$ cat src/design/hti_pkg.sv
// Shared constants, types and saturation helpers of the height-field interpolator
package hti_pkg;

  localparam int GRID_SIDE   = 256;
  localparam int HEIGHT_BITS = 16;
  localparam int IDX_W       = $clog2(GRID_SIDE);
  localparam int ADDR_W      = 2 * IDX_W;
  localparam int DEPTH       = GRID_SIDE * GRID_SIDE;

  localparam int DIM_W       = 9;
  localparam int GAIN_W      = 16;
  localparam int CELL_W      = 8;
  localparam int PIX_W       = 8;
  localparam int POS_W       = 18;
  localparam int FRAC_W      = 8;
  localparam int FRAC_ONE    = 1 << FRAC_W;
  localparam int OUT_W       = 16;
  localparam int CFG_IDX_W   = 2;
  localparam int CFG_DATA_W  = 16;
  localparam int ACT_W       = 2;

  localparam int CMP_W       = 11;
  localparam int WGT_W       = 11;
  localparam int MAC_A_W     = 18;
  localparam int MAC_B_W     = HEIGHT_BITS + 1;
  localparam int PROD_W      = MAC_A_W + MAC_B_W;
  localparam int ACC_W       = PROD_W + 2;

  localparam logic signed [OUT_W-1:0] OUTSIDE_HEIGHT = 16'sd3;

  typedef enum logic [ACT_W-1:0] {
    ACT_HEIGHT = 2'd0,
    ACT_PIXEL  = 2'd1,
    ACT_QUERY  = 2'd2,
    ACT_NOP    = 2'd3
  } action_t;

  typedef enum logic [CFG_IDX_W-1:0] {
    CFG_WIDTH  = 2'd0,
    CFG_HEIGHT = 2'd1,
    CFG_GAIN   = 2'd2
  } cfg_reg_t;

  typedef enum logic [3:0] {
    ST_CLEAR,
    ST_IDLE,
    ST_PIX,
    ST_WR,
    ST_CHK,
    ST_R0,
    ST_R1,
    ST_R2,
    ST_R3,
    ST_R4,
    ST_OUT
  } state_t;

  typedef struct packed {
    logic mul_en;
    logic acc_load;
    logic acc_add;
  } mac_ctl_t;

  localparam logic signed [ACC_W-1:0] H_MAX = ACC_W'((64'sd1 <<< (HEIGHT_BITS - 1)) - 64'sd1);
  localparam logic signed [ACC_W-1:0] H_MIN = -H_MAX - ACC_W'(1);
  localparam logic signed [ACC_W-1:0] O_MAX = ACC_W'((64'sd1 <<< (OUT_W - 1)) - 64'sd1);
  localparam logic signed [ACC_W-1:0] O_MIN = -O_MAX - ACC_W'(1);

  function automatic logic signed [HEIGHT_BITS-1:0] sat_height(
      input logic signed [ACC_W-1:0] v);
    logic signed [ACC_W-1:0] r;
    r = (v > H_MAX) ? H_MAX : ((v < H_MIN) ? H_MIN : v);
    return r[HEIGHT_BITS-1:0];
  endfunction

  function automatic logic signed [OUT_W-1:0] sat_out(input logic signed [ACC_W-1:0] v);
    logic signed [ACC_W-1:0] r;
    r = (v > O_MAX) ? O_MAX : ((v < O_MIN) ? O_MIN : v);
    return r[OUT_W-1:0];
  endfunction

endpackage

$ cat src/design/hti_mac.sv
// Shared multiply-accumulate unit: registered product, then accumulate
module hti_mac (
  input  logic                               clk,
  input  hti_pkg::mac_ctl_t                  ctl,
  input  logic signed [hti_pkg::MAC_A_W-1:0] a,
  input  logic signed [hti_pkg::MAC_B_W-1:0] b,
  output logic signed [hti_pkg::PROD_W-1:0]  prod,
  output logic signed [hti_pkg::ACC_W-1:0]   acc
);
  import hti_pkg::*;

  always_ff @(posedge clk) begin
    if (ctl.mul_en) begin
      prod <= a * b;
    end
    if (ctl.acc_load) begin
      acc <= ACC_W'(prod);
    end else if (ctl.acc_add) begin
      acc <= acc + ACC_W'(prod);
    end
  end

endmodule

$ cat config.mk
export PLATFORM = sky130hd
export DESIGN_NAME = hti_mac
export DESIGN_NICKNAME = d
export VERILOG_FILES = /design/src/design/hti_pkg.sv /design/src/design/hti_mac.sv
export SDC_FILE = /design/constraint.sdc
export NUM_CORES = 1
export LEC_CHECK = 0
export BUFFER_PORTS_ARGS = -buffer_cell sky130_fd_sc_hd__buf_4
export CORE_ASPECT_RATIO = 1.4
export CORE_MARGIN = 1
export CORE_UTILIZATION = 56
export DETAILED_ROUTE_END_ITERATION = 10
export GPL_ROUTABILITY_DRIVEN = 0
export PLACE_DENSITY_LB_ADDON = 0.1
export SLEW_MARGIN = 20
export SYNTH_ARGS = -nofsm -noshare
export SYNTH_HDL_FRONTEND = slang
export SYNTH_SLANG_ARGS = --single-unit
$ cat constraint.sdc
create_clock -name clk -period 8.5 [get_ports clk]
set_input_delay 1.275 -clock clk [delete_from_list [all_inputs] [get_ports clk]]
set_output_delay 1.275 -clock clk [all_outputs]
set_load 0.02 [all_outputs]
==> results of run 1 <==
[cells by family after synthesis]
logic type | share of synthesized area [%]
AOI/OAI and AO/OA | 9.16
xor gates and xnor gates | 3.52
adders and majority gates | 48.9
buffers and inverters | 9.78
DFF | 13.6
muxes | 0.196
and+or+nand+nor | 14.9
[critical path: stages]
cell      delay, ns
buf_4          0.13
inv_1          0.40
nor2_1         0.12
fa_1           0.52
fa_1           0.43
fa_1           0.52
fa_1           0.44
fa_1           0.50
inv_1          0.05
fa_1           0.48
inv_1          0.05
ha_1           0.33
a21o_1         0.19
a21o_1         0.18
a21o_1         0.17
a21oi_1        0.19
nor3b_1        0.46
a21oi_1        0.21
a211oi_1       0.31
xnor2_1        0.11
[cell usage after synthesis, drive strengths merged (2+ instances only)]
| cell type | number |
|---|---|
| nor2b | 8 |
| and3 | 3 |
| o311ai | 3 |
| xor2 | 19 |
| a211oi | 10 |
| nand3 | 10 |
| buf | 4 |
| or2 | 2 |
| or3 | 3 |
| o22ai | 2 |
| o31ai | 6 |
| nor4b | 3 |
| o21bai | 11 |
| a41o | 2 |
| a21boi | 3 |
| nand2b | 12 |
| a221oi | 2 |
| xnor2 | 45 |
| a2111oi | 4 |
| clkbuf | 50 |
| fa | 312 |
| nor2 | 51 |
| nor4 | 3 |
| a21oi | 51 |
| o211ai | 4 |
| a21o | 36 |
| edfxtp | 72 |
| nand2 | 191 |
| o21a | 9 |
| nor3 | 9 |
| mux2i | 2 |
| nand3b | 2 |
| and2 | 155 |
| nor3b | 5 |
| inv | 361 |
| or2b | 2 |
| ha | 123 |
| o21ai | 61 |
| nand4 | 7 |
| a31oi | 8 |
[routing by layer]
layer / vias up / GRT usage (%) / share of wire [%]
li1: 5331 / - / -
met1: 5588 / 34.4 / 44
met2: 283 / 44.8 / 50
met3: 37 / 2.57 / 4.8
met4: 0 / 6.20 / 1.6
met5: - / 0 / 0
[registers in the layout, indices dropped and copies added, names as in the netlist]
name and flops:
acc 37, prod 35
[metrics by stage]
stage               worst slack, ns  util [%]  instance area [sq um]  std cells  hold WS, ns
detailed placement             1.21      61.3                  17000       2104        0.598
floorplan                      1.50         -                  15900       1678        0.699
global route                   1.22      62.4                  17300       2120        0.647
finish                         1.51      62.4                  17300       2120        0.612
global placement               1.34      61.3                  17000       2104        0.598
CTS                            1.54      62.4                  17300       2120        0.610
[area by class of cell]
cell class	instances	share of cell area [%]
Clock buffer	9	1.30
Clock inverter	7	0.412
Inverter	361	7.83
Multi-Input combinational cell	1191	70.5
Sequential cell	72	12.5
Tap cell	370	2.68
Timing Repair Buffer	110	4.77
[path summary, 6_finish.rpt]
path,startpoint,endpoint,cells past startpoint
worst max-delay path,b[16],prod[30],20
worst min-delay path,prod[8],acc[8],2
worst max register to register,prod[0],acc[32],12
worst min register to register,prod[8],acc[8],2
==> impl_results.md, run 1 <==
* Filler Cell Count at around 2400
* Reg clk slew, reported paths at about 0.060 ns
* Max-cap violations at 0
* Rows at 72
* Drt pass-1 iters at 5
* Post-synth ARST share at 0%
* Ys flop type: edfxtp_1
* Multi-input gate area at roughly 12000 sq um
* Max-slew violations at 0
* CTS Buf Count at 9
* Final ANT Viol Nets at 0
* I/O Buffers at between 100 and 150
* First-pass GRT wire length at between 50000 and 60000 um
* GRT Residual Overflow at 0
* Critical path required time at about 8.6 ns
* YS warnings at 0
* Tcrit/Tclk final at between 80% and 90%
* CTS tree: done
* Clk_skew at 0.00752 ns
* # resized after CTS at 0
* Residual DRC count at 0
* Final hold vios at 0
* First-iteration detailed-routing DRC count at just under 600
* Share of layout cells above drive strength 1 at under 10%
* Post-synth EDFFs at a little over 70
* Hold buffers post-CTS at 0
* Post-CTS Setup Bufs at 0
* Sequential fraction of the synthesis area at ~14%
* CTS root buffer: clkbuf_16
* Detailed Route WL at 34200 um
* Commonest non-fill, non-tap cell in the layout: inv_1
* Setup TNS at 0 ns
* Worst slew margin at roughly 36%
* Via Count at 11239
* Reg2reg setup slack at roughly 5.3 ns
* Via/cell ratio at approximately 5.3
* CTS HTree Levels at 3
* Clock Tree Buf Depth at 2
* Average wire per standard cell at between 15 and 20 um
* ANT cells at 0
* Worst Setup End Kind: flip-flop
* Post-synthesis register bit count at 72
* I/O pin total at 111
* Die H at 202 um
* Die width at 145 um
* Synthesized area at approximately 16000 sq um
* GRT Overall Usage at approximately a quarter
* CP Max Fanout at 15
* Starting Density at ~57%
* Biggest area consumer among synthesized cells: fa_1
* Tmin final at 6.99 ns
* Critical Path AT at between 7 and 8 ns
* Post-Syn Instances at around 1700
* Initial antenna violation count at 0
* Core area at between 20000 and 30000 sq um
* RSZ-0062 raised after global routing: false
* Worst-margin pin slew at between 0.9 and 1 ns
* Most frequent cells in the layout: 361 x inv_1, 312 x fa_1, 191 x nand2_1, 155 x and2_1, 123 x ha_1
* DP HPWL at approximately 29000 um
* Syn_nets at around 2200
* Fmax at between 100 and 150 MHz
* Area contributors post-synth: fa_1 39%, edfxtp_1 14%, ha_1 9.7%
* Share of the synthesized area in the top cell type at 39.2%
* Critical Path Start Type: primary input
* Status: finished clean
* Number of global-route vias before repair at 12212
* CTS Sinks at slightly above 70
* Largest net degree at the start of global routing at 79
* Die area at 29100 sq um
* Syn Area/Cell at between 9 and 10 sq um
* Area Overhead vs Synth at 8.68%
* Register area at 2160 sq um
* Worst Hold Class: flip-flop to flip-flop
* Final setup fails at 0
* CP Class: primary input to flip-flop
* Worst skew pair latency at between 0.3 and 0.4 ns
* Nets at 2219
* Synth unique cells at 67
Power of run 1 is not shown: default switching activity piles up to over one toggle a cycle in this logic, so the estimate is an artifact.
==> run 2, diff against run 1 <==
==> constraint.sdc (replaced) <==
create_clock -name clk -period 7.2 [get_ports clk]
set_input_delay 1.08 -clock clk [delete_from_list [all_inputs] [get_ports clk]]
set_output_delay 1.08 -clock clk [all_outputs]
set_load 0.02 [all_outputs]
==> impl_results.md, run 2 (synthesis gave the netlist of run 1 again) <==
* Die area at 29100 sq um (unchanged)
* Final ANT Viol Nets at 0 (unchanged)
* CTS HTree Levels at 3 (unchanged)
* Rows at 72 (unchanged)
* Buffers & Inverters on Critical Path at 4 (unchanged)
* Worst skew pair latency at 0.34 ns (about the same)
* CP Class: primary input to flip-flop
* DP HPWL at 29500 um (+2.6%)
* Starting Density at 57.4% (unchanged)
* # resized after CTS at 0 (unchanged)
* Setup TNS at 0 ns (unchanged)
* ANT cells at 0 (unchanged)
* Largest delay contributor family on the critical path: adder cells
* Initial antenna violation count at 0 (unchanged)
* Final setup fails at 0 (unchanged)
* Core area at 27700 sq um (unchanged)
* Drt pass-1 iters at 5 (unchanged)
* Critical path required time at 7.28 ns (-1.29 ns)
* Worst path max stage delay at 0.56 ns (+0.04 ns)
* Final Util at 62.7% (+0.33 points)
* Critical Path Start Type: primary input
* Residual DRC count at 0 (unchanged)
* Status: finished clean
* Placed inst area at 17100 sq um (+0.27%)
* Reg-to-reg endpoint: acc[36]
* Worst slew margin at 36.0% (+0.51 points)
* Worst-margin pin slew at 0.960 ns (-0.00767 ns)
* GRT Residual Overflow at 0 (unchanged)
* Fmax at 148 MHz
* Crit path cell chain: buf_4, nand2_1, fa_1, inv_1, fa_1, fa_1, fa_1, fa_1, inv_1, fa_1, inv_1, ha_1, a21o_1, a21o_1, a21o_1, a21oi_1, nor3b_1, a21oi_1, a211oi_1, xnor2_1
* Share of layout cells above drive strength 1 at 8.94% (+0.37 points)
* Clk_skew at 0.00891 ns (+0.00139 ns)
* CTS root buffer: clkbuf_16
* Number of global-route vias before repair at 12446 (+1.9%)
* Worst Hold Class: flip-flop to flip-flop
* CTS Buf Count at 9 (unchanged)
* Nets at 2225 (+0.27%)
* Die H at 202 um (unchanged)
* Max-slew violations at 0 (unchanged)
* Average wire per standard cell at 16.8 um (+4.1%)
* CP Max Fanout at 18 (+3)
* Worst Setup End Kind: flip-flop
* Largest regs: acc: 37 flops, prod: 35 flops
* Clock Tree Buf Depth at 2 (unchanged)
* Critical Path End: prod[30]
* First-pass GRT wire length at 60400 um (+2.1%)
* Tcrit/Tclk final at approximately 94%
* Reg clk slew, reported paths at 0.06 ns (about the same)
* Commonest non-fill, non-tap cell in the layout: inv_1
* Non-Filler Instances at 2126 (+0.28%)
* CP Depth at 20 (unchanged)
* Max-cap violations at 0 (unchanged)
* I/O Buffers at 110 (unchanged)
* Area Overhead vs Synth at 9.26%
* Via/cell ratio at 5.33 (+0.53%)
* Reg2reg setup slack at 4.09 ns (-1.25 ns)
* CTS tree: done
* Detailed Route WL at 35700 um (+4.4%)
* RSZ-0062 raised after global routing: false
* Most used cell, CP: fa_1
* CTS Sinks at 72 (unchanged)
* I/O pin total at 111 (unchanged)
* Post-route cell area at 17400 sq um (+0.54%)
* Largest net degree at the start of global routing at 79 (unchanged)
* Die width at 145 um (unchanged)
* GRT Overall Usage at 26.6% (+0.74 points)
* Post-CTS Setup Bufs at 0 (unchanged)
* Hold buffers post-CTS at 0 (unchanged)
* Most frequent cells in the layout: 361 x inv_1, 312 x fa_1, 191 x nand2_1, 155 x and2_1, 123 x ha_1
* Max reg flops at 37 (unchanged)
* Crit path max-delay cell type: fa_1
* Final hold vios at 0 (unchanged)
* Crit. Startpoint: b[8]
* First-iteration detailed-routing DRC count at 630 (+8.1%)
* Inst Count DP at 2110 (+0.29%)
* Via Count at 11331 (+0.82%)
* Worst r2r src: prod[0]
* Biggest register: acc
* R2R depth at 12 (unchanged)
* Tmin final at around 6.8 ns
* Critical Path AT at 6.85 ns (-0.21 ns)
## run 2: per-layer routing
| layer | vias up | GRT usage (%) | part of all wire, % |
|---|---|---|---|
| li1 | 5339 | - | - |
| met1 | 5604 | 35.5 | 44 |
| met2 | 327 | 45.4 | 49 |
| met5 | - | 0 | 0 |
| met3 | 61 | 2.24 | 5.1 |
| met4 | 0 | 8.38 | 2.6 |
## run 2: cell type report
cell class | instances | area, sq um
Clock buffer | 9 | 225
Clock inverter | 7 | 119
Fill cell | 2471 | 10300
Inverter | 361 | 1360
Multi-Input combinational cell | 1191 | 12200
Sequential cell | 72 | 2160
Tap cell | 370 | 463
Timing Repair Buffer | 116 | 871
## run 2: worst min-delay path by stage
stage / startpoint / end / cells after the start
after floorplan: prod[10] / acc[10] / 2
after global placement: prod[7] / acc[7] / 2
after detailed placement: prod[7] / acc[7] / 2
after CTS: prod[7] / acc[7] / 2
after global routing: prod[26] / acc[26] / 2
final: prod[7] / acc[7] / 2
## run 2: worst reg2reg max path: cells and delay by family (launching register included)
kind	cells	cell delay, ns
AND/OR/NAND/NOR	2	0.27
AO/OA/AOI/OAI	6	1.51
buffers and inverters	1	0.08
adder cells (fa/ha/maj)	2	0.47
flip-flops	1	0.43
XOR/XNOR	1	0.09
## run 2: stage by stage
step	hold slack (ns)	setup slack, ns
6_report	0.601	0.425
5_1_grt	0.642	0.154
2_1_floorplan	0.699	0.393
3_3_place_gp	0.593	0.284
3_5_place_dp	0.586	0.157
4_1_cts	0.603	0.502
Power of run 2 is left out for the same reason.
