**config.mk**
```make
export PLATFORM = sky130hd
export DESIGN_NAME = hti_ctrl_flat
export DESIGN_NICKNAME = d
export VERILOG_FILES = /design/src/design/hti_pkg.sv /design/src/design/hti_item_if.sv /design/src/design/hti_result_if.sv /design/src/design/hti_ctrl.sv /design/src/flat_wrapper.sv
export SDC_FILE = /design/constraint.sdc
export NUM_CORES = 1
export LEC_CHECK = 0
export ABC_AREA = 1
export ABC_CLOCK_PERIOD_IN_PS = 6700
export BUFFER_PORTS_ARGS = -buffer_cell sky130_fd_sc_hd__buf_2
export CAP_MARGIN = 5
export CORE_MARGIN = 3
export CORE_UTILIZATION = 31
export CTS_CLUSTER_DIAMETER = 30
export DETAILED_ROUTE_END_ITERATION = 8
export SYNTH_ARGS = -nofsm -noshare
export SYNTH_HDL_FRONTEND = slang
export SYNTH_SLANG_ARGS = --single-unit
```
**constraint.sdc**
```tcl
create_clock -name clk -period 6.7 [get_ports clk]
set_clock_uncertainty 0.15 [all_clocks]
set_input_delay 0.67 -clock clk [delete_from_list [all_inputs] [get_ports clk]]
set_output_delay 0.67 -clock clk [all_outputs]
set_load 0.005 [all_outputs]
```
**src/design/hti_pkg.sv**
```systemverilog
// Shared constants, types and saturation helpers of the height-field interpolator
package hti_pkg;

  localparam int GRID_SIDE   = 256;
  localparam int HEIGHT_BITS = 16;
  localparam int IDX_W       = $clog2(GRID_SIDE);
  localparam int ADDR_W      = 2 * IDX_W;
  localparam int DEPTH       = GRID_SIDE * GRID_SIDE;

  localparam int DIM_W       = 9;
  localparam int GAIN_W      = 16;
  localparam int CELL_W      = 8;
  localparam int PIX_W       = 8;
  localparam int POS_W       = 18;
  localparam int FRAC_W      = 8;
  localparam int FRAC_ONE    = 1 << FRAC_W;
  localparam int OUT_W       = 16;
  localparam int CFG_IDX_W   = 2;
  localparam int CFG_DATA_W  = 16;
  localparam int ACT_W       = 2;

  localparam int CMP_W       = 11;
  localparam int WGT_W       = 11;
  localparam int MAC_A_W     = 18;
  localparam int MAC_B_W     = HEIGHT_BITS + 1;
  localparam int PROD_W      = MAC_A_W + MAC_B_W;
  localparam int ACC_W       = PROD_W + 2;

  localparam logic signed [OUT_W-1:0] OUTSIDE_HEIGHT = 16'sd3;

  typedef enum logic [ACT_W-1:0] {
    ACT_HEIGHT = 2'd0,
    ACT_PIXEL  = 2'd1,
    ACT_QUERY  = 2'd2,
    ACT_NOP    = 2'd3
  } action_t;

  typedef enum logic [CFG_IDX_W-1:0] {
    CFG_WIDTH  = 2'd0,
    CFG_HEIGHT = 2'd1,
    CFG_GAIN   = 2'd2
  } cfg_reg_t;

  typedef enum logic [3:0] {
    ST_CLEAR,
    ST_IDLE,
    ST_PIX,
    ST_WR,
    ST_CHK,
    ST_R0,
    ST_R1,
    ST_R2,
    ST_R3,
    ST_R4,
    ST_OUT
  } state_t;

  typedef struct packed {
    logic mul_en;
    logic acc_load;
    logic acc_add;
  } mac_ctl_t;

  localparam logic signed [ACC_W-1:0] H_MAX = ACC_W'((64'sd1 <<< (HEIGHT_BITS - 1)) - 64'sd1);
  localparam logic signed [ACC_W-1:0] H_MIN = -H_MAX - ACC_W'(1);
  localparam logic signed [ACC_W-1:0] O_MAX = ACC_W'((64'sd1 <<< (OUT_W - 1)) - 64'sd1);
  localparam logic signed [ACC_W-1:0] O_MIN = -O_MAX - ACC_W'(1);

  function automatic logic signed [HEIGHT_BITS-1:0] sat_height(
      input logic signed [ACC_W-1:0] v);
    logic signed [ACC_W-1:0] r;
    r = (v > H_MAX) ? H_MAX : ((v < H_MIN) ? H_MIN : v);
    return r[HEIGHT_BITS-1:0];
  endfunction

  function automatic logic signed [OUT_W-1:0] sat_out(input logic signed [ACC_W-1:0] v);
    logic signed [ACC_W-1:0] r;
    r = (v > O_MAX) ? O_MAX : ((v < O_MIN) ? O_MIN : v);
    return r[OUT_W-1:0];
  endfunction

endpackage

```
**src/design/hti_item_if.sv**
```systemverilog
// Input item channel: writes and queries
interface hti_item_if;
  import hti_pkg::*;

  logic                     valid;
  logic                     ready;
  logic [ACT_W-1:0]         action;
  logic [CELL_W-1:0]        cell_x;
  logic [CELL_W-1:0]        cell_y;
  logic signed [OUT_W-1:0]  height_value;
  logic [PIX_W-1:0]         pixel_value;
  logic signed [POS_W-1:0]  query_x;
  logic signed [POS_W-1:0]  query_y;

  modport source (output valid, action, cell_x, cell_y, height_value, pixel_value,
                  query_x, query_y, input ready);
  modport sink (input valid, action, cell_x, cell_y, height_value, pixel_value,
                query_x, query_y, output ready);
endinterface

```
**src/design/hti_result_if.sv**
```systemverilog
// Result channel: interpolated height per query
interface hti_result_if;
  import hti_pkg::*;

  logic                     valid;
  logic                     ready;
  logic signed [OUT_W-1:0]  surface_height;
  logic                     inside_grid;

  modport source (output valid, surface_height, inside_grid, input ready);
  modport sink (input valid, surface_height, inside_grid, output ready);
endinterface

```
**src/design/hti_ctrl.sv**
```systemverilog
// Sequencer: store clearing, writes, cell lookup and three-term interpolation
module hti_ctrl (
  input  logic                                  clk,
  input  logic                                  rst,
  hti_item_if.sink                              item,
  hti_result_if.source                          result,
  input  logic [hti_pkg::DIM_W-1:0]             w_used,
  input  logic [hti_pkg::DIM_W-1:0]             h_used,
  input  logic [hti_pkg::GAIN_W-1:0]            gain,
  output logic                                  ram_we,
  output logic [hti_pkg::ADDR_W-1:0]            ram_waddr,
  output logic [hti_pkg::HEIGHT_BITS-1:0]       ram_wdata,
  output logic [hti_pkg::ADDR_W-1:0]            ram_raddr,
  input  logic [hti_pkg::HEIGHT_BITS-1:0]       ram_rdata,
  output hti_pkg::mac_ctl_t                     mac_ctl,
  output logic signed [hti_pkg::MAC_A_W-1:0]    mac_a,
  output logic signed [hti_pkg::MAC_B_W-1:0]    mac_b,
  input  logic signed [hti_pkg::PROD_W-1:0]     prod,
  input  logic signed [hti_pkg::ACC_W-1:0]      acc
);
  import hti_pkg::*;

  localparam logic signed [POS_W-1:0] POS_MIN_IN = -POS_W'(FRAC_ONE - 1);
  localparam logic signed [WGT_W-1:0] WGT_ONE    = WGT_W'(FRAC_ONE);
  localparam logic signed [FRAC_W+1:0] D_MAX     = (FRAC_W + 2)'(FRAC_ONE);

  state_t state, state_next;

  // latched item
  logic [ACT_W-1:0]        act;
  logic [CELL_W-1:0]       cx;
  logic [CELL_W-1:0]       cy;
  logic signed [OUT_W-1:0] hval;
  logic [PIX_W-1:0]        pix;
  logic signed [POS_W-1:0] qx;
  logic signed [POS_W-1:0] qy;

  // per-query cell data
  logic                    in_grid;
  logic                    tri_a;
  logic [IDX_W-1:0]        cx0, cy0, cx1, cy1;
  logic signed [WGT_W-1:0] wt0, wt1, wt2;

  logic [ADDR_W-1:0]       clr_addr;
  logic                    out_valid;
  logic signed [OUT_W-1:0] out_height;
  logic                    out_inside;
  logic                    out_load;
  logic                    accept;

  // cell lookup, combinational from the latched position
  logic                    x_ok, y_ok, inside_c, tri_a_c;
  logic [CMP_W-1:0]        rx, ry;
  logic signed [FRAC_W:0]  fx, fy;
  logic signed [FRAC_W+1:0] d;
  logic signed [ACC_W-1:0] q;

  assign accept = item.valid && item.ready;

  always_comb begin
    x_ok = !qx[POS_W-1] || (qx >= POS_MIN_IN);
    y_ok = !qy[POS_W-1] || (qy >= POS_MIN_IN);
    // truncation toward zero: small negatives land in cell 0 with a negative fraction
    rx = qx[POS_W-1] ? '0 : CMP_W'(qx[POS_W-2:FRAC_W]);
    ry = qy[POS_W-1] ? '0 : CMP_W'(qy[POS_W-2:FRAC_W]);
    fx = qx[POS_W-1] ? qx[FRAC_W:0] : {1'b0, qx[FRAC_W-1:0]};
    fy = qy[POS_W-1] ? qy[FRAC_W:0] : {1'b0, qy[FRAC_W-1:0]};
    inside_c = x_ok && y_ok && ((rx + CMP_W'(1)) < CMP_W'(w_used))
               && ((ry + CMP_W'(1)) < CMP_W'(h_used));
    d = (FRAC_W + 2)'(fy) - (FRAC_W + 2)'(fx);
    tri_a_c = !d[FRAC_W+1] && (d <= D_MAX);
    q = acc + ACC_W'(FRAC_ONE / 2);
  end

  always_ff @(posedge clk) begin
    if (rst) begin
      state <= ST_CLEAR;
    end else begin
      state <= state_next;
    end
  end

  always_comb begin
    state_next = state;
    item.ready = 1'b0;
    ram_we     = 1'b0;
    ram_waddr  = {IDX_W'(cx), IDX_W'(cy)};
    ram_wdata  = '0;
    ram_raddr  = {cx0, cy0};
    mac_ctl    = '0;
    mac_a      = MAC_A_W'(wt0);
    mac_b      = MAC_B_W'($signed(ram_rdata));
    out_load   = 1'b0;
    unique case (state)
      ST_CLEAR: begin
        ram_we    = 1'b1;
        ram_waddr = clr_addr;
        if (clr_addr == ADDR_W'(DEPTH - 1)) begin
          state_next = ST_IDLE;
        end
      end
      ST_IDLE: begin
        item.ready = 1'b1;
        if (item.valid) begin
          case (item.action)
            ACT_HEIGHT: state_next = ST_WR;
            ACT_PIXEL:  state_next = ST_PIX;
            ACT_QUERY:  state_next = ST_CHK;
            default:    state_next = ST_IDLE;
          endcase
        end
      end
      ST_PIX: begin
        mac_ctl.mul_en = 1'b1;
        mac_a = MAC_A_W'($signed({1'b0, gain}));
        mac_b = MAC_B_W'($signed({1'b0, pix}));
        state_next = ST_WR;
      end
      ST_WR: begin
        ram_we = (DIM_W'(cx) < w_used) && (DIM_W'(cy) < h_used);
        if (act == ACT_PIXEL) begin
          ram_wdata = sat_height(ACC_W'(prod >>> FRAC_W));
        end else begin
          ram_wdata = sat_height(ACC_W'(hval));
        end
        state_next = ST_IDLE;
      end
      ST_CHK: begin
        state_next = inside_c ? ST_R0 : ST_OUT;
      end
      ST_R0: begin
        ram_raddr  = {cx0, cy0};
        state_next = ST_R1;
      end
      ST_R1: begin
        ram_raddr      = {cx1, cy1};
        mac_ctl.mul_en = 1'b1;
        mac_a          = MAC_A_W'(wt0);
        state_next     = ST_R2;
      end
      ST_R2: begin
        ram_raddr        = tri_a ? {cx0, cy1} : {cx1, cy0};
        mac_ctl.mul_en   = 1'b1;
        mac_ctl.acc_load = 1'b1;
        mac_a            = MAC_A_W'(wt1);
        state_next       = ST_R3;
      end
      ST_R3: begin
        mac_ctl.mul_en  = 1'b1;
        mac_ctl.acc_add = 1'b1;
        mac_a           = MAC_A_W'(wt2);
        state_next      = ST_R4;
      end
      ST_R4: begin
        mac_ctl.acc_add = 1'b1;
        state_next      = ST_OUT;
      end
      ST_OUT: begin
        if (!out_valid || result.ready) begin
          out_load   = 1'b1;
          state_next = ST_IDLE;
        end
      end
      default: state_next = ST_IDLE;
    endcase
  end

  always_ff @(posedge clk) begin
    if (rst) begin
      clr_addr <= '0;
    end else if (state == ST_CLEAR) begin
      clr_addr <= clr_addr + ADDR_W'(1);
    end
  end

  always_ff @(posedge clk) begin
    if (accept) begin
      act  <= item.action;
      cx   <= item.cell_x;
      cy   <= item.cell_y;
      hval <= item.height_value;
      pix  <= item.pixel_value;
      qx   <= item.query_x;
      qy   <= item.query_y;
    end
    if (state == ST_CHK) begin
      in_grid <= inside_c;
      tri_a   <= tri_a_c;
      cx0     <= rx[IDX_W-1:0];
      cy0     <= ry[IDX_W-1:0];
      cx1     <= rx[IDX_W-1:0] + IDX_W'(1);
      cy1     <= ry[IDX_W-1:0] + IDX_W'(1);
      if (tri_a_c) begin
        wt0 <= WGT_ONE - WGT_W'(fy);
        wt1 <= WGT_W'(fx);
        wt2 <= WGT_W'(d);
      end else begin
        wt0 <= WGT_ONE - WGT_W'(fx);
        wt1 <= WGT_W'(fy);
        wt2 <= -WGT_W'(d);
      end
    end
  end

  // output word register
  always_ff @(posedge clk) begin
    if (rst) begin
      out_valid <= 1'b0;
    end else if (out_load) begin
      out_valid <= 1'b1;
    end else if (result.ready) begin
      out_valid <= 1'b0;
    end
  end

  always_ff @(posedge clk) begin
    if (out_load) begin
      out_inside <= in_grid;
      out_height <= in_grid ? sat_out(q >>> FRAC_W) : OUTSIDE_HEIGHT;
    end
  end

  assign result.valid          = out_valid;
  assign result.surface_height = out_height;
  assign result.inside_grid    = out_inside;

endmodule

```
**src/flat_wrapper.sv**
```systemverilog
// flat-port wrapper written by rule: the top's interface ports become plain ports
module hti_ctrl_flat import hti_pkg::*;
  (clk, rst, w_used, h_used, gain, ram_we, ram_waddr, ram_wdata, ram_raddr, ram_rdata, mac_ctl, mac_a, mac_b, prod, acc, item_valid, item_action, item_cell_x, item_cell_y, item_height_value, item_pixel_value, item_query_x, item_query_y, item_ready, result_valid, result_surface_height, result_inside_grid, result_ready);
  hti_item_if item_i ();
  hti_result_if result_i ();
  input  logic clk;
  input  logic rst;
  input  logic [hti_pkg::DIM_W-1:0] w_used;
  input  logic [hti_pkg::DIM_W-1:0] h_used;
  input  logic [hti_pkg::GAIN_W-1:0] gain;
  output logic ram_we;
  output logic [hti_pkg::ADDR_W-1:0] ram_waddr;
  output logic [hti_pkg::HEIGHT_BITS-1:0] ram_wdata;
  output logic [hti_pkg::ADDR_W-1:0] ram_raddr;
  input  logic [hti_pkg::HEIGHT_BITS-1:0] ram_rdata;
  output hti_pkg::mac_ctl_t mac_ctl;
  output logic signed [hti_pkg::MAC_A_W-1:0] mac_a;
  output logic signed [hti_pkg::MAC_B_W-1:0] mac_b;
  input  logic signed [hti_pkg::PROD_W-1:0] prod;
  input  logic signed [hti_pkg::ACC_W-1:0] acc;
  input wire logic [$bits(item_i.valid)-1:0] item_valid;
  input wire logic [$bits(item_i.action)-1:0] item_action;
  input wire logic [$bits(item_i.cell_x)-1:0] item_cell_x;
  input wire logic [$bits(item_i.cell_y)-1:0] item_cell_y;
  input wire logic [$bits(item_i.height_value)-1:0] item_height_value;
  input wire logic [$bits(item_i.pixel_value)-1:0] item_pixel_value;
  input wire logic [$bits(item_i.query_x)-1:0] item_query_x;
  input wire logic [$bits(item_i.query_y)-1:0] item_query_y;
  output wire logic [$bits(item_i.ready)-1:0] item_ready;
  output wire logic [$bits(result_i.valid)-1:0] result_valid;
  output wire logic [$bits(result_i.surface_height)-1:0] result_surface_height;
  output wire logic [$bits(result_i.inside_grid)-1:0] result_inside_grid;
  input wire logic [$bits(result_i.ready)-1:0] result_ready;
  assign item_i.valid = item_valid;
  assign item_i.action = item_action;
  assign item_i.cell_x = item_cell_x;
  assign item_i.cell_y = item_cell_y;
  assign item_i.height_value = item_height_value;
  assign item_i.pixel_value = item_pixel_value;
  assign item_i.query_x = item_query_x;
  assign item_i.query_y = item_query_y;
  assign item_ready = item_i.ready;
  assign result_valid = result_i.valid;
  assign result_surface_height = result_i.surface_height;
  assign result_inside_grid = result_i.inside_grid;
  assign result_i.ready = result_ready;
  hti_ctrl u_core (.clk(clk), .rst(rst), .item(item_i), .result(result_i), .w_used(w_used), .h_used(h_used), .gain(gain), .ram_we(ram_we), .ram_waddr(ram_waddr), .ram_wdata(ram_wdata), .ram_raddr(ram_raddr), .ram_rdata(ram_rdata), .mac_ctl(mac_ctl), .mac_a(mac_a), .mac_b(mac_b), .prod(prod), .acc(acc));
endmodule
```
==> run metrics, run 1 <==
CTS tree done; Synth top area share 45.2%; first drt pass iteration count 6; hold path startpoint item_pixel_value[0]; fmax 264 MHz; fin nets 1,764; crit path DAT 2970 ps; Pwr Density 181 nW/um2; Bufs on Longest Clock Path 2; clock latency on the worst-skew pair 450 ps; initial antenna violation count 1; die width 191 um; CTS Hold Bufs 0; Reg2Reg Capture Point u_core.wt0[8]; R2R cell count 21; average size of a mapped cell 8.68 um2; Period minus WS final 3790 ps; Remaining DRCs 0; share of layout cells above drive strength 1 25.3%; Die ar. 36,300 um2; Worst-path clk slew 80 ps; Post-synth EDFFs 159; TNS Setup 0 ps; ys flop type edfxtp_1; Die H 191 um; CP Launch Type register; Hold Violations, Final 0; hold depth 1; Port Buffer Count 294; CTS Root Cell clkbuf_16; Syn Std Cell Area 10,600 um2; largest area contributor in the netlist edfxtp_1; top cells by area, synth edfxtp_1 (45%), nand2_1 (10%), inv_1 (6.5%); Clock Sink Count 180; vias in the first global route 8,712; flops & latches, synth 180; kind of critical path register to primary output; area grow syn2layout 24.0%; drt wl/cell 14.6 um; status complete, no violations; Core ar. 33,000 um2; slowest CP cell nor2_1; Starting Density 32.0%; Hold Path Class input port to register; CTS resizes 0; final setup vio count 0; pre-CTS setup slack 3230 ps; Buf/Inv on CP 4; Worst EP required 5880 ps; Final WS setup 2910 ps; Core Rows 66; register area share after synthesis 49.1%; cell repeated most along the worst path inv_1; first-pass GRT wire length 44,900 um; worst r2r src u_core.qy[0]; Routed Wire Length 28,800 um; hold endpoint u_core.pix[0]; Max FO, Critical Path 13; Final period util 56.5%; vias 8,894; GPL Wtd Cong 0.874; # IOs 310; maxcap violations 0; Max Transition Viols Final 0; CP delay by family, top simple AND/OR/NAND/NOR gates; # H-tree levels 4; CP cell instances inv_1 -> nor2_1 -> inv_1 -> nor2_1 -> nand2_1 -> o21ai_0 -> inv_1 -> nand2_1 -> buf_2; worst-margin pin slew 994 ps; grt ovf 0; number of vias per cell 4.52; initial DRC count 533; Routed Antenna Nets 0; Num CTS Buffers 17; RSZ-0062 raised after global routing no; pin count of the biggest net entering global routing 64; Post-DP HPWL 23,000 um; asr flop ratio synth 0%; Cell variety after synth 52; r2r setup slk 3210 ps; Syn. warnings 0; fill count 3,364; CP Capture Type primary output; slew margin rel. 33.5%; Post-CTS Setup Inserts 0; Worst VDD drop 0.165 mV; syn nets 1,472; count of mapped cells out of synthesis 1,218; slowest cell delay on critical path 780 ps; Pleak 6.11 nW; Tot GR Track Use 15.7%
==> sequential cells by signal, summed over array words and instances (netlist names) <==
signal and cells:
u_core.wt1 9, u_core.wt2 11, u_core.cx1 8, u_core.result.valid 1, u_core.in_grid 1, u_core.cy0 8, u_core.result.surface_height 16, u_core.cx 8
u_core.state 4, u_core.cx0 8, u_core.qx 18, u_core.cy 8, u_core.result.inside_grid 1, u_core.qy 18, u_core.wt0 10, u_core.act 2
u_core.cy1 8, u_core.clr_addr 16, u_core.tri_a 1, u_core.pix 8, u_core.hval 16
==> how the worst max path moves through the flow <==
stage | from | end | slack [ps] | cells past startpoint
4_1_cts | u_core.state[0] | mac_a[11] | 2880 | 8
5_1_grt | u_core.state[2] | mac_a[11] | 2590 | 9
3_3_place_gp | u_core.qy[0] | u_core.wt0[8] | 3270 | 21
3_5_place_dp | u_core.qy[0] | u_core.wt0[4] | 3230 | 19
6_report | u_core.state[2] | mac_a[11] | 2910 | 9
2_1_floorplan | u_core.state[0] | u_core.act[0] | 1930 | 6
==> area by class of cell <==
| cell class | count | area (um2) | share of cell area (%) |
|---|---|---|---|
| clock inverter | 15 | 160 | 1.22 |
| tap | 442 | 553 | 4.22 |
| multi-input combinational | 821 | 4540 | 34.7 |
| antenna | 1 | 2.50 | 0.0191 |
| sequential | 180 | 5190 | 39.6 |
| clock buffer | 17 | 425 | 3.25 |
| timing repair buffer | 299 | 1510 | 11.5 |
| inverter | 191 | 717 | 5.47 |
==> power by group <==
| part | total [mW] | switching (mW) | internal [mW] |
|---|---|---|---|
| registers | 1.21 | 0.00150 | 1.21 |
| logic | 0.144 | 0.0751 | 0.0686 |
| clock network | 1.02 | 0.488 | 0.529 |
==> placed cells by master, fill, tap and decap left out, types with 2 or more instances in the layout <==
master	instances
clkbuf_16	17
inv_2	5
nand3_1	65
o22ai_1	2
clkinv_1	2
mux2_2	16
xor2_1	31
xnor2_1	16
o21ai_1	2
inv_8	3
nor2_2	7
edfxtp_1	159
a31oi_1	2
nand4_1	34
dfxtp_1	21
nor2_1	142
o2111ai_1	2
buf_4	5
nand2_4	5
nand2_2	6
nor4_2	2
nand3b_1	8
nor2_4	7
nand2_1	286
nand3_2	2
a221oi_1	2
o211ai_1	14
a21oi_1	34
buf_2	294
ha_1	49
inv_1	184
clkinvlp_4	3
nor4_1	6
a211oi_1	3
inv_6	6
o21ai_0	37
nor3_1	26
==> metal layers <==
metal / global-route usage, % / share of wire, %
met5: 0 / 0
met4: 4.77 / 1.6
met3: 3.58 / 5.4
met2: 26.8 / 48
met1: 20.0 / 45
==> cell usage after synthesis (6+ instances only) <==
cell      count
nand2_2       6
o21ai_0      37
nand4_1      34
xor2_1       31
inv_1       184
nor4_1        6
nand3b_1      8
nor3_1       26
xnor2_1      16
nor2_2        6
edfxtp_1    159
o211ai_1     14
clkbuf_1     17
nand3_1      65
mux2_2       16
nor2_1      145
dfxtp_1      21
nand2_1     286
a21oi_1      34
ha_1         49
==> logic make-up after synthesis <==
group,synth area share (%)
XOR/XNOR,3.89
adder cells (fa/ha/maj),5.99
AO/OA/AOI/OAI,6.07
buffers and inverters,8.05
multiplexers,1.70
AND/OR/NAND/NOR,25.1
flip-flops,49.1
==> per-stage QoR <==
stage	cells	util (%)	hold slack (ps)	power (mW)	area (um2)
after floorplan	1218	-	271	1.30	10600
after global placement	1933	37.9	330	1.38	12500
after detailed placement	1933	37.9	339	1.38	12500
after CTS	1965	39.7	206	2.41	13100
after global routing	1966	39.7	209	2.48	13100
final	1966	39.7	240	2.37	13100
Note: power is estimated with default switching activity, not from simulation.
==> inputs of run 2 (changes only) <==
--- a/config.mk
+++ b/config.mk
@@ -6,7 +6,7 @@
 export NUM_CORES = 1
 export LEC_CHECK = 0
 export ABC_AREA = 1
-export ABC_CLOCK_PERIOD_IN_PS = 6700
+export ABC_CLOCK_PERIOD_IN_PS = 3690
 export BUFFER_PORTS_ARGS = -buffer_cell sky130_fd_sc_hd__buf_2
 export CAP_MARGIN = 5
 export CORE_MARGIN = 3
==> constraint.sdc (replaced) <==
create_clock -name clk -period 3.69 [get_ports clk]
set_clock_uncertainty 0.15 [all_clocks]
set_input_delay 0.369 -clock clk [delete_from_list [all_inputs] [get_ports clk]]
set_output_delay 0.369 -clock clk [all_outputs]
set_load 0.005 [all_outputs]
==> run 2 against run 1 <==
Net effect: combinational power increased by 130%; final area is 6.5% higher; worst hold slack worse by 210 ps; setup slack worse by 2600 ps; clock-buffer cell count is 2 higher; first-iteration DRC count is 5.6% higher; utilization grew 2.6 points; sequential share of layout area down 2.4 points; clock power increased by 78%; non-clock buffer count increased by 86; via count grew 4.7%.
==> run metrics, run 2 (synthesized netlist as in run 1, its figures left out) <==
RSZ-0062 raised after global routing no; Die ar. 36,300 um2 (unchanged); Tot GR Track Use 16.2% (+0.43 points); crit path DAT 3440 ps (+470 ps); DP Area 12,600 um2 (+0.42%); WHS 29.9 ps (-210 ps); share of layout cells above drive strength 1 24.5% (-0.80 points); die width 191 um (unchanged); CTS Root Cell clkbuf_16; GPL Wtd Cong 0.885 (+1.2%); Remaining DRCs 0 (unchanged); initial DRC count 563 (+5.6%); drt wl/cell 14.3 um (-2.0%); Max Transition Viols Final 0 (unchanged); most common library cell in the layout ignoring fill and taps buf_2; CP delay by family, top simple AND/OR/NAND/NOR gates; commonest non-fill, non-tap cells in the layout buf_2 (294), nand2_1 (285), inv_1 (183), edfxtp_1 (159), nor2_1 (142); Post-DP HPWL 23,300 um (+1.0%); Num CTS Buffers 17 (unchanged); final setup vio count 0 (unchanged); TNS Setup 0 ps (unchanged); Worst-path clk slew 70 ps (about the same); grt ovf 0 (unchanged); status complete, no violations; Final period util 91.9%; Max FO, Critical Path 23 (+10); Post-Layout Inst Area 14,000 um2 (+6.5%); number of vias per cell 4.54 (+0.33%); Period minus WS final 3390 ps; Buf/Inv on CP 5 (+1); clock latency on the worst-skew pair 440 ps (about the same); Port Buffer Count 294 (unchanged); Clock Sink Count 180 (unchanged); Routed Antenna Nets 0 (unchanged); CP cell instances inv_2 -> ha_1 -> inv_1 -> fa_1 -> inv_1 -> ha_1 -> inv_1 -> nor2_1 -> nand3_1 -> nor2_2 -> nand3_2 -> nand2_4 -> nand2_8 -> nand2_1 -> nand2_1 -> ha_1 -> nand2_1 -> inv_1 -> nand3b_1 -> nand2_1; Hold Violations, Final 0 (unchanged); Pwr Density 312 nW/um2 (+72%); CTS tree done; worst-margin pin slew 883 ps (-111 ps); ANT cells 0 (-1); Worst EP required 3740 ps (-2140 ps); # H-tree levels 4 (unchanged); initial antenna violation count 0 (-1); first-pass GRT wire length 46,600 um (+3.7%); slowest cell delay on critical path 490 ps (-290 ps); Top Registers u_core.qx (18), u_core.qy (18); pin count of the biggest net entering global routing 64 (unchanged); Core ar. 33,000 um2 (unchanged); Worst VDD drop 0.298 mV (+80%); CP Capture Type register; area grow syn2layout 32.0%; Hold Path Class input port to register; Routed Wire Length 29,400 um (+2.3%); maxcap violations 0 (unchanged); CP Launch Type register; # IOs 310 (unchanged); Bufs on Longest Clock Path 2 (unchanged); Layout Cells excl Fill 2,051 (+4.3%); vias 9,309 (+4.7%); vias in the first global route 9,259 (+6.3%); Core Rows 66 (unchanged); Pleak 6.47 nW (+5.8%); placed cell count 1,940 (+0.36%); slew margin rel. 41.0% (+7.5 points); kind of critical path register to register; Starting Density 32.0% (unchanged); Die H 191 um (unchanged); fin nets 1,850 (+4.9%); fmax 295 MHz; slowest CP cell fa_1; first drt pass iteration count 5 (-1)
-- run 2: worst reg2reg max path, delay by kind of cell, from the launching register on --
kind | cells | cell delay [ps]
flip-flops | 1 | 400
buffers and inverters | 5 | 400
AND/OR/NAND/NOR | 11 | 1210
adder cells (fa/ha/maj) | 4 | 990
-- run 2: path summary, 6_finish.rpt --
path | from | to | cells past startpoint | slack (ps)
setup / recovery | u_core.qy[0] | u_core.wt0[6] | 20 | 300
hold / removal | item_action[0] | u_core.act[0] | 1 | 30
setup reg to reg | u_core.qy[0] | u_core.wt0[6] | 20 | 300
hold reg to reg | u_core.clr_addr[14] | u_core.clr_addr[14] | 2 | 350
-- run 2: timing repair --
item	4_1_cts	5_1_grt
buffers inserted	0	2
resized for setup	0	5
endpoints found under the setup margin	0	4
hold buffers	77	0
endpoints found under the hold margin	77	0
-- run 2: layer usage --
metal  up-vias  GRT usage, %  wire [um]
met4         0          5.50        652
met1      4252          20.6      13000
li1       4780             -          -
met2       245          27.6      14200
met3        32          3.07       1540
met5         -             0          0
-- run 2: per-stage QoR --
stage | total power, mW | util [%] | worst slack [ps]
after floorplan | 2.36 | - | 224
after global placement | 2.50 | 38.0 | 325
after detailed placement | 2.51 | 38.0 | 255
after CTS | 4.40 | 42.1 | 242
after global routing | 4.54 | 42.2 | 1.78
final | 4.35 | 42.2 | 300
-- run 2: cell type report --
| type | instances | area (um2) |
|---|---|---|
| Tap cell | 442 | 553 |
| Inverter | 191 | 717 |
| Clock buffer | 19 | 433 |
| Clock inverter | 13 | 150 |
| Fill cell | 3278 | 19100 |
| Multi-Input combinational cell | 821 | 4560 |
| Timing Repair Buffer | 385 | 2340 |
| Sequential cell | 180 | 5190 |
-- run 2: power breakdown --
group | internal (mW) | total [mW] | switching [mW]
clock | 1.01 | 1.82 | 0.813
sequential | 2.20 | 2.20 | 0.00307
combinational | 0.178 | 0.325 | 0.147
==> inputs of run 3 (changes only) <==
--- a/config.mk
+++ b/config.mk
@@ -6,13 +6,13 @@
 export NUM_CORES = 1
 export LEC_CHECK = 0
 export ABC_AREA = 1
-export ABC_CLOCK_PERIOD_IN_PS = 3690
+export ABC_CLOCK_PERIOD_IN_PS = 3290
 export BUFFER_PORTS_ARGS = -buffer_cell sky130_fd_sc_hd__buf_2
-export CAP_MARGIN = 5
 export CORE_MARGIN = 3
 export CORE_UTILIZATION = 31
 export CTS_CLUSTER_DIAMETER = 30
 export DETAILED_ROUTE_END_ITERATION = 8
+export SKIP_CTS_REPAIR_TIMING = 1
 export SYNTH_ARGS = -nofsm -noshare
 export SYNTH_HDL_FRONTEND = slang
 export SYNTH_SLANG_ARGS = --single-unit
==> constraint.sdc (replaced) <==
create_clock -name clk -period 3.29 [get_ports clk]
set_clock_uncertainty 0.15 [all_clocks]
set_input_delay 0.329 -clock clk [delete_from_list [all_inputs] [get_ports clk]]
set_output_delay 0.329 -clock clk [all_outputs]
set_load 0.005 [all_outputs]
==> run 3 against run 2 <==
Net effect: sequential share of layout area fell by 0.86 points; global-route usage fell by 0.62 points; clock-buffer cell count fell by 1; non-clock buffer count rose by 25; combinational power rose by 13%; maximum frequency rose by 8.0%; power rose by 15%; first-iteration DRC count fell by 2.3%; critical path type unchanged; critical endpoint is now u_core.wt0[8]; largest cell class unchanged.
==> run metrics, run 3 (synthesized netlist as in run 1, its figures left out) <==
met2 routed WL 14,500 um (+1.6%); Core ar. 33,000 um2 (unchanged); area grow syn2layout 35.1%; Core Rows 66 (unchanged); final setup vio count 0 (unchanged); Routed Wire Length 29,700 um (+0.99%); vias 9,527 (+2.3%); Routed Antenna Nets 0 (unchanged); slowest cell delay on critical path 450 ps (-40 ps); CTS tree done; share of layout cells above drive strength 1 27.5% (+2.9 points); CP Capture Type register; kind of critical path register to register; slew margin rel. 46.3% (+5.3 points); Top Metal Used met4; Port Buffer Count 294 (unchanged); first drt pass iteration count 5 (unchanged); fmax 319 MHz (+8.0%); drt wl/cell 14.3 um (-0.23%); vias in the first global route 8,933 (-3.5%); DP Area 12,700 um2 (+0.90%); Post-DP HPWL 23,100 um (-0.81%); most common library cell in the layout ignoring fill and taps buf_2; pin count of the biggest net entering global routing 64 (unchanged); commonest non-fill, non-tap cells in the layout buf_2 (294), nand2_1 (277), inv_1 (179), edfxtp_1 (159), nor2_1 (137); status complete, no violations; Num CTS Buffers 17 (unchanged); CP startpoint u_core.qx[0]; Starting Density 32.0% (unchanged); Final period util 95.4% (+3.5 points); CP Launch Type register; CTS Root Cell clkbuf_16; Pwr Density 351 nW/um2 (+12%); # H-tree levels 4 (unchanged); crit path DAT 3200 ps (-240 ps); slowest CP cell fa_2; fin nets 1,875 (+1.4%); Max Transition Viols Final 0 (unchanged); Top Registers u_core.qx (18), u_core.qy (18); pre-CTS setup slack 20.6 ps (-234 ps); Clock Sink Count 180 (unchanged); Post-Layout Inst Area 14,300 um2 (+2.4%); initial DRC count 550 (-2.3%); Layout Cells excl Fill 2,076 (+1.2%); GPL Wtd Cong 0.859 (-2.9%); worst-margin pin slew 806 ps (-77.2 ps); initial antenna violation count 0 (unchanged); Die ar. 36,300 um2 (unchanged); first-pass GRT wire length 44,600 um (-4.1%); post-layout util 43.2% (+1.0 points); hold path startpoint rst; WHS 59.8 ps (+30.0 ps); Remaining DRCs 0 (unchanged); Pleak 6.62 nW (+2.4%); worst r2r src u_core.qx[0]; Worst-path clk slew 80 ps (about the same); Die H 191 um (unchanged); clock latency on the worst-skew pair 450 ps (about the same); Period minus WS final 3140 ps (-251 ps); Final WS setup 151 ps (-149 ps); Bufs on Longest Clock Path 2 (unchanged); Worst EP required 3350 ps (-390 ps); maxcap violations 0 (unchanged); # IOs 310 (unchanged); Max FO, Critical Path 7 (-70%); Hold Path Class input port to register; Pwr Total 5.01 mW (+15%); M1 WL 13,200 um (+1.4%); CP cell instances ha_1 -> inv_1 -> fa_2 -> inv_2 -> ha_1 -> inv_2 -> nor2_2 -> nand3_2 -> nor2_4 -> nand3_2 -> nand2_4 -> nand3_2 -> nand2_2 -> ha_2 -> nand2_2 -> nor2_4 -> nand2_1 -> nand2_1 -> nand2_1; grt ovf 0 (unchanged); TNS Setup 0 ps (unchanged); Hold Violations, Final 0 (unchanged); Worst VDD drop 0.399 mV (+34%); ANT cells 0 (unchanged); die width 191 um (unchanged); number of vias per cell 4.59 (+1.1%); placed cell count 1,955 (+0.77%); Tot GR Track Use 15.5% (-0.62 points); Met3 Wirelength 1370 um (-11%)
==> run 3: cell types whose count changed in the layout (fill, tap and decap cells not counted), moves of 3 or more <==
cell	before	now
clkinv_8	0	3
nand3_1	65	60
inv_1	183	179
nand2_1	285	277
buf_6	0	3
nor2_1	142	137
nand3_2	2	7
nor2_2	6	10
inv_2	6	10
clkinvlp_4	4	1
buf_4	13	35
nand2_2	7	15
==> run 3: worst paths after layout <==
path,end,slack (ps),cells after the start
worst min-delay path,u_core.clr_addr[5],60,2
worst max-delay path,u_core.wt0[8],150,19
worst min register to register,u_core.clr_addr[7],350,2
worst max register to register,u_core.wt0[8],150,19
==> run 3: final cells by class <==
cell class | count | area (um2)
clock inverter | 14 | 190
multi-input combinational | 821 | 4650
timing repair buffer | 410 | 2550
tap | 442 | 553
fill | 3254 | 18700
clock buffer | 18 | 429
sequential | 180 | 5190
inverter | 191 | 717
==> run 3: where the power goes <==
part           switching [mW]  internal [mW]
combinational           0.165          0.200
clock                    1.01           1.16
sequential            0.00358           2.47
==> run 3: layer usage <==
metal	vias up	global-route usage, %
met1	4374	19.9
met3	36	2.56
li1	4854	-
met2	263	26.3
met5	-	0
met4	0	5.98
==> run 3: critical path: cells and delay by family (launching register included) <==
| family | cells | cell delay, ps |
|---|---|---|
| adder cells (fa/ha/maj) | 4 | 990 |
| buffers and inverters | 3 | 200 |
| flip-flops | 1 | 400 |
| AND/OR/NAND/NOR | 12 | 1170 |
